$ cat src/rtl/mke_pkg.sv
// Shared types, constants and the character decode function for the masked k-mer encoder.
`default_nettype none

package mke_pkg;

  // Configuration register indexes.
  typedef enum logic [1:0] {
    REG_KMER_LENGTH      = 2'd0,
    REG_WINDOW_STRIDE    = 2'd1,
    REG_SEGMENT_LENGTH   = 2'd2,
    REG_SCALE_RECIPROCAL = 2'd3
  } cfg_reg_t;

  localparam int unsigned CodeW  = 32;
  localparam int unsigned EncW   = 32;
  localparam int unsigned IndexW = 16;

  localparam logic [3:0]  KmerLengthRst      = 4'd3;
  localparam logic [4:0]  WindowStrideRst    = 5'd3;
  localparam logic [15:0] SegmentLengthRst   = 16'd28500;
  localparam logic [31:0] ScaleReciprocalRst = 32'd1048832;

  // Q1.30 plus one and the offset that maps zero to minus one.
  localparam logic [EncW-1:0] EncOne = 32'h4000_0000;

  // One decoded character.
  typedef struct packed {
    logic       bad;
    logic [3:0] sym;
  } sym_t;

  // Position of a character in the 16-letter alphabet AMVHCRSNWUYBGKDT.
  // Characters outside it decode to symbol zero with the bad flag set.
  function automatic sym_t mke_decode(input logic [7:0] ch);
    sym_t res;
    res.bad = 1'b0;
    case (ch)
      "A":     res.sym = 4'd0;
      "M":     res.sym = 4'd1;
      "V":     res.sym = 4'd2;
      "H":     res.sym = 4'd3;
      "C":     res.sym = 4'd4;
      "R":     res.sym = 4'd5;
      "S":     res.sym = 4'd6;
      "N":     res.sym = 4'd7;
      "W":     res.sym = 4'd8;
      "U":     res.sym = 4'd9;
      "Y":     res.sym = 4'd10;
      "B":     res.sym = 4'd11;
      "G":     res.sym = 4'd12;
      "K":     res.sym = 4'd13;
      "D":     res.sym = 4'd14;
      "T":     res.sym = 4'd15;
      default: begin
        res.sym = 4'd0;
        res.bad = 1'b1;
      end
    endcase
    return res;
  endfunction

endpackage

`default_nettype wire

$ cat src/rtl/mke_scaler.sv
// Linear Q1.30 scaling of a k-mer code by the programmed reciprocal, with saturation.
`default_nettype none

module mke_scaler
  import mke_pkg::*;
(
  input  wire logic [CodeW-1:0] code,
  input  wire logic [31:0]      recip,
  output logic      [EncW-1:0]  encoded
);

  logic [63:0] prod;

  assign prod = 64'(code) * 64'(recip);

  // Half the product is at most 2^31 - 1 when the upper word is zero, so the
  // only overflow is a half product that reaches 2^31; it pins at plus one.
  always_comb begin
    if (prod[63:32] != 32'd0) begin
      encoded = EncOne;
    end else begin
      encoded = {1'b0, prod[31:1]} - EncOne;
    end
  end

endmodule

`default_nettype wire

$ cat src/rtl/masked_kmer_encoder_core.sv
// Top level of the masked k-mer encoder: sequence state, window build and output pipeline.
//
// The input channel carries one ASCII character per request in in_tdata, its keep
// bit in in_tuser and an end-of-sequence mark in in_tlast. A request with tlast
// high clears the window and all per-sequence counters; its character is ignored.
// Kept characters up to segment_length per sequence are decoded into 4-bit symbols
// and shifted into a base-16 window. Every window_stride-th complete window of
// kmer_length symbols produces one result request carrying the code, the signed
// Q1.30 linear encoding, the k-mer ordinal and a bad-character flag.
// An accepted input request passes through the middle register, which registers the
// candidate code as the window and counters update, and then the output register,
// which takes the result of the 32x32 multiply. Throughput is one input request
// per cycle while the receiver takes results.
// When the receiver stalls, the output register holds its result and the middle
// register still takes one more request, so in_tready drops only when both are
// full. A synchronous active-low reset restores the default register values,
// clears all sequence state and empties the pipeline. Configuration writes are
// always accepted and should only be issued while the pipeline is empty.
`default_nettype none

module masked_kmer_encoder_core
  import mke_pkg::*;
#(
  parameter int unsigned MAX_KMER   = 8,
  parameter int unsigned COUNT_BITS = 16
) (
  input  wire logic        clk,
  input  wire logic        rst_n,
  // Input channel.
  input  wire logic        in_tvalid,
  output logic             in_tready,
  input  wire logic [7:0]  in_tdata,   // [7:0] symbol
  input  wire logic        in_tuser,   // [0] keep
  input  wire logic        in_tlast,   // end_of_sequence
  // Result channel.
  output logic             out_tvalid,
  input  wire logic        out_tready,
  output logic [79:0]      out_tdata,  // [31:0] kmer_code, [63:32] encoded, [79:64] kmer_index
  output logic             out_tuser,  // [0] bad_symbol
  // Configuration write channel.
  input  wire logic        cfg_valid,
  output logic             cfg_ready,
  input  wire logic [1:0]  cfg_addr,
  input  wire logic [31:0] cfg_data
);

  localparam int unsigned WinW = 4 * MAX_KMER;
  // Width that holds both a count and a segment length for comparison.
  localparam int unsigned CmpW = (COUNT_BITS > 16) ? COUNT_BITS : 16;

  // Configuration registers.
  logic [3:0]  kmer_len_r;
  logic [4:0]  stride_r;
  logic [15:0] seg_len_r;
  logic [31:0] recip_r;

  // Sequence state.
  logic [WinW-1:0]       win_r;
  logic [MAX_KMER-1:0]   badw_r;
  logic [COUNT_BITS-1:0] kept_r;
  logic [3:0]            phase_r;
  logic [COUNT_BITS-1:0] emitted_r;

  // Middle stage: candidate result awaiting the multiply.
  logic              p1_valid_r;
  logic [CodeW-1:0]  p1_code_r;
  logic [IndexW-1:0] p1_index_r;
  logic              p1_bad_r;

  // Output stage.
  logic              out_valid_r;
  logic [CodeW-1:0]  out_code_r;
  logic [EncW-1:0]   out_enc_r;
  logic [IndexW-1:0] out_index_r;
  logic              out_bad_r;

  logic                  in_acc;
  logic                  out_adv;
  logic                  p1_adv;
  sym_t                  dec;
  logic [WinW-1:0]       win_nxt;
  logic [MAX_KMER-1:0]   badw_nxt;
  logic [COUNT_BITS-1:0] kept_nxt;
  logic [3:0]            phase_nxt;
  logic [4:0]            phase_sum;
  logic [3:0]            k_eff;
  logic [4:0]            stride_eff;
  logic                  take;
  logic                  full;
  logic                  emit;
  logic [WinW-1:0]       wmask;
  logic [MAX_KMER-1:0]   kmask;
  logic [CmpW-1:0]       emitted_wide;
  logic [EncW-1:0]       enc;

  assign cfg_ready = 1'b1;

  // The output register advances when empty or taken; the middle register
  // advances when empty or when it can move into the output register.
  assign out_adv   = !out_valid_r || out_tready;
  assign p1_adv    = !p1_valid_r || out_adv;
  assign in_tready = p1_adv;
  assign in_acc    = in_tvalid && in_tready;

  assign dec = mke_decode(in_tdata);

  // Out-of-range lengths and strides are clamped into their legal ranges.
  always_comb begin
    if (kmer_len_r == 4'd0) begin
      k_eff = 4'd1;
    end else if (kmer_len_r > 4'(MAX_KMER)) begin
      k_eff = 4'(MAX_KMER);
    end else begin
      k_eff = kmer_len_r;
    end
    if (stride_r == 5'd0) begin
      stride_eff = 5'd1;
    end else if (stride_r > 5'd16) begin
      stride_eff = 5'd16;
    end else begin
      stride_eff = stride_r;
    end
  end

  assign take     = in_tuser && (CmpW'(kept_r) < CmpW'(seg_len_r));
  assign win_nxt  = WinW'({win_r, dec.sym});
  assign badw_nxt = MAX_KMER'({badw_r, dec.bad});
  assign kept_nxt = kept_r + 1'b1;
  assign full     = CmpW'(kept_nxt) >= CmpW'(k_eff);

  // A phase left above a newly lowered stride restarts at zero after this window.
  assign phase_sum = {1'b0, phase_r} + 5'd1;
  assign phase_nxt = (phase_sum >= stride_eff) ? 4'd0 : phase_sum[3:0];

  assign emit = take && full && (phase_r == 4'd0);

  always_comb begin
    for (int i = 0; i < MAX_KMER; i++) begin
      kmask[i]         = (i < int'(k_eff));
      wmask[4*i +: 4]  = {4{kmask[i]}};
    end
  end

  assign emitted_wide = CmpW'(emitted_r);

  // Configuration writes.
  always_ff @(posedge clk) begin
    if (!rst_n) begin
      kmer_len_r <= KmerLengthRst;
      stride_r   <= WindowStrideRst;
      seg_len_r  <= SegmentLengthRst;
      recip_r    <= ScaleReciprocalRst;
    end else if (cfg_valid && cfg_ready) begin
      case (cfg_reg_t'(cfg_addr))
        REG_KMER_LENGTH:      kmer_len_r <= cfg_data[3:0];
        REG_WINDOW_STRIDE:    stride_r   <= cfg_data[4:0];
        REG_SEGMENT_LENGTH:   seg_len_r  <= cfg_data[15:0];
        REG_SCALE_RECIPROCAL: recip_r    <= cfg_data;
        default: ;
      endcase
    end
  end

  // Sequence state update on each accepted request.
  always_ff @(posedge clk) begin
    if (!rst_n) begin
      win_r     <= '0;
      badw_r    <= '0;
      kept_r    <= '0;
      phase_r   <= '0;
      emitted_r <= '0;
    end else if (in_acc) begin
      if (in_tlast) begin
        win_r     <= '0;
        badw_r    <= '0;
        kept_r    <= '0;
        phase_r   <= '0;
        emitted_r <= '0;
      end else if (take) begin
        win_r  <= win_nxt;
        badw_r <= badw_nxt;
        kept_r <= kept_nxt;
        if (full) begin
          phase_r <= phase_nxt;
        end
        if (emit) begin
          emitted_r <= emitted_r + 1'b1;
        end
      end
    end
  end

  // Middle register.
  always_ff @(posedge clk) begin
    if (!rst_n) begin
      p1_valid_r <= 1'b0;
    end else if (p1_adv) begin
      p1_valid_r <= in_acc && !in_tlast && emit;
    end
  end

  always_ff @(posedge clk) begin
    if (in_acc && emit) begin
      p1_code_r  <= CodeW'(win_nxt & wmask);
      p1_index_r <= emitted_wide[IndexW-1:0];
      p1_bad_r   <= (badw_nxt & kmask) != '0;
    end
  end

  mke_scaler u_scaler (
    .code    (p1_code_r),
    .recip   (recip_r),
    .encoded (enc)
  );

  // Output register.
  always_ff @(posedge clk) begin
    if (!rst_n) begin
      out_valid_r <= 1'b0;
    end else if (out_adv) begin
      out_valid_r <= p1_valid_r;
    end
  end

  always_ff @(posedge clk) begin
    if (out_adv && p1_valid_r) begin
      out_code_r  <= p1_code_r;
      out_enc_r   <= enc;
      out_index_r <= p1_index_r;
      out_bad_r   <= p1_bad_r;
    end
  end

  assign out_tvalid = out_valid_r;
  assign out_tdata  = {out_index_r, out_enc_r, out_code_r};
  assign out_tuser  = out_bad_r;

endmodule

`default_nettype wire

$ cat config.mk
export PLATFORM = sky130hd
export DESIGN_NAME = masked_kmer_encoder_core
export DESIGN_NICKNAME = d
export VERILOG_FILES = /design/src/rtl/mke_pkg.sv /design/src/rtl/mke_scaler.sv /design/src/rtl/masked_kmer_encoder_core.sv
export SDC_FILE = /design/constraint.sdc
export NUM_CORES = 2
export LEC_CHECK = 0
export ABC_AREA = 0
export BUFFER_PORTS_ARGS = -buffer_cell sky130_fd_sc_hd__buf_2
export CORE_MARGIN = 4
export CORE_UTILIZATION = 35
export DETAILED_ROUTE_END_ITERATION = 8
export PLACE_DENSITY_LB_ADDON = 0.1
export SYNTH_ARGS = -nofsm -noshare
export SYNTH_HDL_FRONTEND = slang
export SYNTH_SLANG_ARGS = --single-unit
$ cat constraint.sdc
create_clock -name clk -period 10.18 [get_ports clk]
set_input_delay 2.036 -clock clk [delete_from_list [all_inputs] [get_ports clk]]
set_output_delay 2.036 -clock clk [all_outputs]
set_load 0.05 [all_outputs]
# Word-level counts from Yosys, hierarchy flattened
# Index checks and enable logic that the tools add are counted.
# totals
reg_bits	260
wordCells	106
# classes
addsub	4
multipliers	1
magnitude_cmp	13
eq_ne	19
n_mux	19
bitwise	2
reduce_logical	30
# op_table
operator	count
equality test 8 x 7 -> 1 bit, second input constant	16
2-to-1 mux 16 bit	5
multiplier 32 x 32 -> 64 bit	1
case mux 4 bit (15 select lines)	1
2-to-1 mux 28 bit	2
adder 16 x 1 -> 16 bit, second input constant	2
bitwise AND 32 bit	1
nonzero test 32 bit	1
subtractor 31 x 31 -> 32 bit, second input constant	1
2-to-1 mux 4 bit	6
>= comparator 16 x 4 -> 1 bit	1
less-than comparator 16 bit	1
less-than comparator 3 x 4 -> 1 bit, first input constant	4
OR reduction 16 bit	1
2-to-1 mux 7 bit	2
2-to-1 mux 5 bit	2
AND reduction 2 bit	5
bitwise AND 8 bit	1
logical AND 1 bit	8
logical NOT 4 bit	2
less-than comparator 1 x 4 -> 1 bit, first input constant	2
less-than comparator 2 x 4 -> 1 bit, first input constant	2
nonzero test 8 bit	1
AND reduction 3 bit	2
other kinds (12)	18

# Depth between registers and ports, before layout
# depth
depth_word	9
mapped_depth	31

# By module
# Synthesis repeated with hierarchy kept, for this count alone.
# unflattened
cells_unflattened	4729
area_unflattened_um2	44774.2
# by_module_without_submodules
module	instances	cells_each	area_per_inst_um2	seq_area_each_um2
mke_scaler	1	3801	34240.3	0.0
masked_kmer_encoder_core	1	928	10533.9	6506.2

# Least setup slack after synthesis
# Ideal clock, no wire load.
# synth_path
kind	reg-to-reg
startpoint	reg p1_code_r[27]
endpoint	reg out_enc_r[30], data pin
setup_time_ns	0.265
arrival_time_ns	7.616
slack_ns	2.299
path_stages_with_launch	24
period_less_slack_ns	7.881
path_cell_list	edfxtp_1 > clkbuf_1 > and2_1 > fa_1 > inv_1 > fa_1 > fa_1 > fa_1 > fa_1 > fa_1 > fa_1 > fa_1 > inv_1 > ha_1 > clkbuf_1 > nand4_1 > or3_4 > a2111oi_4 > nor4_2 > a21oi_1 > xnor2_1 > nand4_2 > or4_1 > or3_1
# synth_between
elab_chain_len	2
word_cells_on_any_way	3
cone_classes	add/sub: 1; mul: 1; reduce/logical: 1
# synth_lines
item	line_no	rtl
start, declared	masked_kmer_encoder_core.sv:66	logic [CodeW-1:0] p1_code_r;
start signal, assigned	masked_kmer_encoder_core.sv:204	p1_code_r <= CodeW'(win_nxt & wmask);
multiplier 32 x 32 -> 64 bit *	mke_scaler.sv:14	assign prod = 64'(code) * 64'(recip);
subtractor 31 x 31 -> 32 bit / nonzero test 32 bit (equally long branches)	mke_scaler.sv:22, mke_scaler.sv:19	
end signal, assigned	masked_kmer_encoder_core.sv:228	out_enc_r <= enc;
end, declared	masked_kmer_encoder_core.sv:73	logic [EncW-1:0] out_enc_r;
# Every way passes the cells marked *; elsewhere a longest branch is shown, timed or not.
# A chain may end at the register's enable or synchronous reset.

# Final worst setup path
# layout_path
startpoint	reg p1_code_r[16]
endpoint	reg out_enc_r[30], data pin
# The elaborated chain is that of the path after synthesis.

==> flow_summary.toml <==
[logic_synthesis]
synth_xor_area_share_pct = 1.37
yosysSeqAreaShare_pct = 14.6
ys_types = 92
synth_top_area_share_pct = 40.1
synth_edf_count = 130
synth.largest_area_cell = "fa_1"
syn-num-nets = 5948
synth_fa_ha_area_share_pct = 48.3
yosys_warnings = 0
synth.most_common_cell = "fa_1"
netlist_instances = 4712
async_flop_share_pct = 0
synth-simple-area-share_pct = 19.5
synth_area_sq_mm = 0.0447
synth_top_family_by_area = "adder cells"
yosys-top-cells-area = "fa_1 (40%), edfxtp_1 (8.7%), ha_1 (8.1%), and2_1 (8.1%), inv_1 (6.5%)"
synthTopCellsByCount = "fa_1 (896), inv_1 (778), nand2_1 (673), and2_1 (576), ha_1 (291)"
synthMuxAreaShare_pct = 1.13
synth_compound_area_share_pct = 5.94
avgSynthCellArea_sq_um = 9.48
synth_flop_cell = "edfxtp_1"
synth-seq-cells = 260

[clock_network]
cts.clk_slew.worst_paths_ps = 70
cts_setup_buffers = 0
htreeDepth = 1
hold_buffers = 0
worstSkewPairLatency_ps = 610
ctsResizeCount = 0
root_buffer = "clkbuf_16"
clk_path_buf_depth = 3
cts_made_buffers = 31
clock-sinks = 260
cts_tree = "yes"

[global_routing]
grt_usage_pct = 21.3
grt_overflow_total = 0
grt_max_degree = 54
antenna_found_initial = 6
grt_pass1_vias = 35400
grt_pass1_wl_mm = 218

[setup_path]
criticalPathCategory = "register to register"
regToRegEndpoint = "out_enc_r[30]"
timing.critical_path.to_type = "register"
regToRegSetupSlack_ps = 720
path_max_fanout = 32
r2r_cells = 26
worstPathArrival_ps = 9820
start_kind = "register"
worstPathRequired_ps = 10530
r2r-start = "p1_code_r[16]"

[power]
p_leak_uw = 0.0203
finalPower_uw = 11500
powerDensity_mw_per_mm2 = 238
ir_worst_vdd_mv = 0.346

[floorplanning]
die_area_sq_mm = 0.133
die-height_um = 365
num_rows = 130
initial_utilization_pct = 35.4
die_x_um = 365
io_pins = 133
coreArea_sq_mm = 0.126

[route]
dr.pass1.iters = 5
vias = 31900
antenna_left = 0
wirelength_mm = 137
drt-initial-drc-count = 1782
wl_per_cell_um = 21.5
drc = 0
drt-vias-per-instance = 4.99

[placement]
io_buffer_count = 131
dpl.hpwl_mm = 112
gp_congestion = 0.903
place_area_sq_mm = 0.0473

[sta]
fin_tns_setup_ps = 0
slew_headroom_pct = 13.9
rsz0062_at_grt = "false"
slew_viol_final = 0
clock_skew_ps = 23.5
setup_viol = 0
worstMarginPinSlew_ps = 1290
hold_violations = 0
timing.fmax_mhz = 106
period_share_pct = 92.9
period_needed_ps = 9460

[job]
drv_cap = 0

[hold_path]
hold_path_depth = 0
hold_start = "p1_index_r[14]"
holdPathEnd = "out_index_r[14]"
holdCritPathClass = "register to register"

[finish]
final_area_sq_mm = 0.0485
drive_above_1_share_pct = 8.22
area_growth_pct = 8.42
layout.nets = 5953

[run_status]
status = "completed"
kinds of logic (layout without fill, tap and decap cells):
logic type	after synthesis	in the layout
DFF	260	260
and+or+nand+nor	1675	1675
other	1	6
buffers and inverters	1068	1098
adders and majority gates	1187	1187
xor gates and xnor gates	70	70
AOI/OAI and AO/OA	401	401
muxes	50	50
critical path: stages, from the launching register on:
cell	delay, ps
edfxtp_1	1140
nand2_1	200
fa_1	570
inv_1	50
fa_1	530
inv_1	60
fa_1	530
inv_1	50
fa_1	490
inv_1	50
fa_1	530
inv_1	50
fa_1	480
fa_1	600
fa_1	460
ha_1	450
nand2_1	210
nor2_1	300
nand4_1	130
o32ai_1	270
a2bb2oi_1	510
nand4_1	230
mux2i_1	190
nor3b_1	250
nand4_2	130
buf_4	300
or3_1	390
final cells by class:
cell class	instances	area (sq um)
antenna	5	12.5
clock buffer	39	898
clock inverter	19	235
fill	12900	77800
inverter	778	2920
multi-input combinational	3384	34100
sequential	260	6510
tap	1650	2060
timing repair buffer	262	1680
report_power, final:
group	switching, uW	internal [uW]
clock network	512	733
registers	61.4	1110
logic	5970	3140
metrics by stage:
step	cells	hold slack (ps)	setup slack, ps	util, %
global placement	6334	400	766	37.5
detailed placement	6334	408	727	37.5
global route	6392	417	294	38.4
CTS	6392	417	673	38.4
finish	6397	416	718	38.4
floorplan	4712	400	2300	-
state kept, by name (all words and copies together), names as in the netlist, 16 cells and up:
signal       cells
emitted_r       16
win_r           28
kept_r          16
seg_len_r       16
out_enc_r       32
out_code_r      32
p1_index_r      16
out_index_r     16
recip_r         32
p1_code_r       32
metal layers:
metal,part of all wire [%],track usage (%)
met1,47,30.3
met2,48,36.2
met3,3.1,1.44
met4,1.9,3.71
met5,0,0
cell usage in the layout, fill, tap and decap left out, drive strengths merged, types with 21 or more instances in the layout:
cell,Yosys,routed
nand3,37,37
and3,27,27
o21ai,77,77
nor3,52,52
a21o,28,28
nor2b,52,52
fa,896,896
nand4,38,38
inv,778,784
a21boi,43,43
ha,291,291
a21oi,114,114
xnor2,48,48
and2,576,576
mux2i,48,48
edfxtp,130,130
buf,35,262
xor2,22,22
nand2,673,673
dfxtp,130,130
clkbuf,254,39
nand2b,21,21
nor2,109,109
or4,28,28
how the worst max path moves through the flow:
stage	from	endpoint	slack (ps)
after floorplan	p1_code_r[27]	out_enc_r[30]	2300
after global placement	p1_code_r[18]	out_enc_r[30]	770
after detailed placement	p1_code_r[16]	out_enc_r[21]	730
after CTS	p1_code_r[16]	out_enc_r[21]	670
after global routing	p1_code_r[16]	out_enc_r[30]	290
final	p1_code_r[16]	out_enc_r[30]	720
(Power assumes the default switching activity.)
